==> config.mk <==
export PLATFORM = sky130hd
export DESIGN_NAME = dws_front
export DESIGN_NICKNAME = d
export VERILOG_FILES = /design/src/rtl/core/dws_pkg.sv /design/src/rtl/core/dws_front.sv
export SDC_FILE = /design/constraint.sdc
export NUM_CORES = 1
export LEC_CHECK = 0
export BUFFER_PORTS_ARGS = -buffer_cell sky130_fd_sc_hd__buf_4
export CORE_MARGIN = 5
export CORE_UTILIZATION = 55
export DETAILED_ROUTE_END_ITERATION = 8
export PLACE_DENSITY = 0.82
export SYNTH_ARGS = -nofsm -noshare
export SYNTH_HDL_FRONTEND = slang
export SYNTH_SLANG_ARGS = --single-unit
==> constraint.sdc <==
create_clock -name clk -period 2.84 [get_ports clk]
set_clock_uncertainty 0.15 [all_clocks]
set_input_delay 0.284 -clock clk [delete_from_list [all_inputs] [get_ports clk]]
set_output_delay 0.284 -clock clk [all_outputs]
set_load 0.005 [all_outputs]
==> src/rtl/core/dws_pkg.sv <==
// shared types and constants of the dependency wave scheduler
package dws_pkg;

	localparam int MAX_TASKS_DEF = 64;
	localparam int MAX_RESULTS   = 64;
	localparam int NAME_W        = 8;
	localparam int KIND_W        = 2;
	localparam int LIMIT_W       = 7;
	localparam int ADDR_W        = 3;
	localparam int DATA_W        = 32;

	localparam logic [LIMIT_W-1:0] ISSUE_LIMIT_RST = LIMIT_W'(64);
	localparam logic               REG_ISSUE_LIMIT = 1'b0;

	typedef enum logic [KIND_W-1:0] {
		KIND_ACCEPT = 2'd0,
		KIND_REJECT = 2'd1,
		KIND_EXEC   = 2'd2,
		KIND_NONE   = 2'd3
	} kind_t;

	typedef enum logic [1:0] {
		OP_ADD  = 2'd0,
		OP_SELF = 2'd1,
		OP_RUN  = 2'd2
	} op_t;

	typedef struct packed {
		op_t               op;
		logic [NAME_W-1:0] dep;
		logic [NAME_W-1:0] pre;
	} cmd_t;

endpackage

==> src/rtl/core/dws_front.sv <==
// input side: accepts words, classifies them and queues them for the engine
module dws_front (
	input  logic                          clk,
	input  logic                          arst_n,
	input  logic                          item_valid,
	output logic                          item_stall,
	input  logic                          mode,
	input  logic [dws_pkg::NAME_W-1:0]    dependent_name,
	input  logic [dws_pkg::NAME_W-1:0]    prerequisite_name,
	output logic                          cmd_valid,
	output dws_pkg::cmd_t                 cmd,
	input  logic                          cmd_pop
);
	import dws_pkg::*;

	cmd_t        queue_q [2];
	logic        wr_ptr_q;
	logic        rd_ptr_q;
	logic [1:0]  fill_q;
	logic        push;
	cmd_t        cls;

	// classify the incoming word
	always_comb begin
		cls.dep = dependent_name;
		cls.pre = prerequisite_name;
		if (mode) begin
			cls.op = OP_RUN;
		end else if (dependent_name == prerequisite_name) begin
			cls.op = OP_SELF;
		end else begin
			cls.op = OP_ADD;
		end
	end

	assign item_stall = (fill_q == 2'd2);
	assign push       = item_valid && !item_stall;
	assign cmd_valid  = (fill_q != 2'd0);
	assign cmd        = queue_q[rd_ptr_q];

	// two-entry queue storage
	always_ff @(posedge clk) begin
		if (push) begin
			queue_q[wr_ptr_q] <= cls;
		end
	end

	// queue pointers and fill level
	always_ff @(posedge clk or negedge arst_n) begin
		if (!arst_n) begin
			wr_ptr_q <= 1'b0;
			rd_ptr_q <= 1'b0;
			fill_q   <= 2'd0;
		end else begin
			if (push) begin
				wr_ptr_q <= !wr_ptr_q;
			end
			if (cmd_pop) begin
				rd_ptr_q <= !rd_ptr_q;
			end
			fill_q <= fill_q + 2'(push) - 2'(cmd_pop);
		end
	end

endmodule

==> flow_results.org <==
** Global routing
- Entering global routing, the biggest net connects 19 pins.
- Number of antenna violations at the first check in global routing :: 0
- For this run, the total global-route usage over all layers was measured as 0.150.
- GRT Residual Overflow :: 0
- Via count of the first global-routing pass :: 956
- First-pass GRT wire length :: 4550 microns

** Drt
- Vias per cell :: 4.91
- Once detail routing completed, the nets flagged for antenna violations numbered 0.
- Routed vias :: 893
- Violation count after the first detailed-route iteration :: 15
- The first TritonRoute pass finished after 4 iterations.
- Number of remaining DRC errors :: 0
- Dividing the detail-routed wire length by the instance count gives ~16 microns.
- The routed design has between 2000 and 3000 microns of wire.

** Clocking
- After clock tree synthesis, the clock-pin slew on the worst setup and hold paths is 0.11 ns.
- Number of H-tree branching levels :: 2
- Buffers inserted to repair hold after CTS numbered 19.
- Count of cells resized by post-cts repair :: 0
- Clock tree synthesis selected as its root buffer the cell sky130_fd_sc_hd__clkbuf_4.
- TritonCTS built the clock tree.
- Buffers inserted during clock tree synthesis total 5.
- Number of clock sinks seen by CTS :: 40
- Clock network latency to the later pin of the worst-skew pair :: around 0.32 ns
- Max Buffers Root-to-Sink :: 2
- Post-CTS timing repair inserted 0 buffers for setup.

** Timing
- Headroom to the max-slew limit came out at 0.401.
- Period utilisation layout :: 0.772
- For the pin with the worst max-slew slack, the measured transition is 0.898 ns.
- Setup violations remaining at the end of the flow were counted as 0.
- The total count of max-transition violations in the final report came to 0.
- Aggregate negative setup slack :: 0 ns
- Final hold vios :: 0
- The routed design could run at a clock period as short as ~2.2 ns.
- Derived from the worst setup path, the maximum achievable clock frequency is between 400 and 500 MHz.
- RSZ-0062 raised after global routing :: no

** Critical path
- Type of origin of the critical path :: flop
- Most used cell along the critical path :: sky130_fd_sc_hd__buf_4
- Startpoint-to-endpoint class of the critical path :: flop to primary output
- In this run the worst setup path begins at rd_ptr_q.
- STA classifies the critical path endpoint as a primary output.
- Critical-path top delay cell :: sky130_fd_sc_hd__dfrtp_1
- Launch point of the worst reg-to-reg path :: fill_q[1]
- At the worst endpoint, the arrival time is 1.76 ns.
- Slowest stage delay, CP :: 0.60 ns
- STA puts the critical path data required time at 2.41 ns.
- Largest fanout on the critical path :: 12
- The critical path goes through buf_4 -> mux2_2 -> buf_4.

** Placed design
- In this run the tool buffered the top-level ports with 40 buffer cells.
- Detailed placement finished with a half-perimeter wire length of about 2000 microns.
- Final GP Congestion :: 0.685

** Cells and area
- The final layout contains roughly 170 nets.
- Compared with the post-synthesis result, the final layout area differs by 36.1%.
- Of the cells placed in the final design, the portion with a size suffix greater than 1 is 0.450.
- 0 antenna diodes ended up in the layout.

** Flow run
- Max-cap violations :: 0

** Pwr
- The worst-case IR drop observed on VDD is between 400 and 500 uV.
- Overall power consumption :: 0.00191 W
- The share of total power dissipated in the clock network is 0.188.
- In this run the static leakage power is 0.888 nW.
- Sequential Power Share :: 0.461
- The analysis attributes to net switching a power of slightly above 0.0005 W.
- Combinational power share :: 0.351
- The internal power of the cells totals 0.00140 W.
- Of the total power, the share spent switching nets is 0.266.
- Dividing total power by cell area gives a power density of 861 mW/mm^2.

** Synthesis
- Leading cell types by total area after synthesis :: sky130_fd_sc_hd__edfxtp_1 66%, sky130_fd_sc_hd__mux2_4 8.3%, sky130_fd_sc_hd__mux2_2 6.2%
- The synthesized netlist contains 18 unique library cells.
- Synth top area share :: 0.663
- Gate Count Post-Synth :: 84
- Sequential-to-total area share from yosys stat :: 0.724
- Post-synth design cell area :: 0.00163 sq mm
- Summed over all instances, the cell type with the most area after synthesis is sky130_fd_sc_hd__edfxtp_1.
- YS warnings :: 0
- Number of flip-flops and latches in the synthesized netlist :: 40
- Number of nets produced by synthesis :: ~110
- In this run the mean area of a mapped cell was just under 20 sq um.

** Floorplanning
- The die covers roughly 0.0042 sq mm.
- Vertical die dimension :: 64.4 microns
- The floorplan has 19 rows.
- Initial standard-cell utilization of the core :: 0.581
- 41 I/O pins were placed.
- The die is ~64 microns wide.
- The core region is 0.00281 sq mm.

** Run status
- The run finished with clean final reports.

** Hold path
- Tightest Hold Check Type :: input pin to async pin
-- path summary, 6_finish.rpt --
path	cells after the start	slack, ns	endpoint
max reg2reg	4	1.03	queue_q[0][6]
min reg2reg	1	0.37	fill_q[1]
min	2	0.11	rd_ptr_q
max	3	0.65	cmd[6]
max in group asynchronous	2	2.32	wr_ptr_q
min in group clk	3	0.16	wr_ptr_q
-- critical path: cells and delay by family, from the launching register on --
kind	cells	cell delay, ns
multiplexers	1	0.37
flip-flops	1	0.60
buffers and inverters	2	0.45
-- state kept, by name (all words and copies together), names as in the netlist --
register	count
wr_ptr_q	1
fill_q	2
rd_ptr_q	1
queue_q	36
-- routing by layer --
layer  part of all wire  global-route usage  vias up
met5                  0                   0        -
li1                   -                   -      446
met1               0.38               0.163      418
met4              0.016              0.0712        0
met3              0.055              0.0415        4
met2               0.55               0.269       25
-- synth_stat cells, drive strengths merged --
master and n:
edfxtp 36, mux2 18, xnor2 10, dfrtp 4, buf 2, ha 2
inv 2, xor2 2, and3 1, nand2 1, nand2b 1, nand3 1
nand4 1, nor2 1, nor4 1, or2 1
-- area by class of cell --
class                           count  area (sq um)
Clock buffer                        6          41.3
Multi-Input combinational cell     40           410
Inverter                            2          7.51
Sequential cell                    40          1180
Timing Repair Buffer               61           505
Tap cell                           31          38.8
Fill cell                         167           586
Clock inverter                      2          35.0
-- placed cells by master (no fill, tap or decap), types with 2 or more instances in the layout --
cell type / n
sky130_fd_sc_hd__clkbuf_4: 5
sky130_fd_sc_hd__inv_1: 2
sky130_fd_sc_hd__dlygate4sd3_1: 19
sky130_fd_sc_hd__buf_4: 42
sky130_fd_sc_hd__dfrtp_1: 4
sky130_fd_sc_hd__xor2_1: 2
sky130_fd_sc_hd__edfxtp_1: 36
sky130_fd_sc_hd__mux2_2: 9
sky130_fd_sc_hd__mux2_4: 9
sky130_fd_sc_hd__ha_1: 2
sky130_fd_sc_hd__xnor2_1: 10
-- stage by stage --
step | worst slack [ns] | hold slack [ns] | cell area (sq um) | instances | util
CTS | 0.643 | 0.0999 | 2220 | 182 | 0.791
global placement | 1.07 | -0.0670 | 1950 | 155 | 0.696
finish | 0.647 | 0.106 | 2220 | 182 | 0.791
detailed placement | 1.02 | -0.0652 | 1950 | 155 | 0.696
global route | 0.557 | 0.0828 | 2220 | 182 | 0.791
floorplan | 0.933 | -0.162 | 1630 | 84 | -
-- power groups by stage --
| stage | clock, W | sequential, W | combinational [W] |
|---|---|---|---|
| floorplan | 0 | 0.000858 | 0.000425 |
| global placement | 0 | 0.000887 | 0.000639 |
| detailed placement | 0 | 0.000896 | 0.000662 |
| CTS | 0.000367 | 0.000882 | 0.000686 |
| global route | 0.000394 | 0.000895 | 0.000734 |
| finish | 0.000359 | 0.000882 | 0.000672 |
-- cell families after synthesis --
logic type	synth area share
buffers and inverters	0.0238
multiplexers	0.145
adder cells (fa/ha/maj)	0.0153
AND/OR/NAND/NOR	0.0269
XOR/XNOR	0.0645
flip-flops	0.724
(Power assumes the default switching activity.)
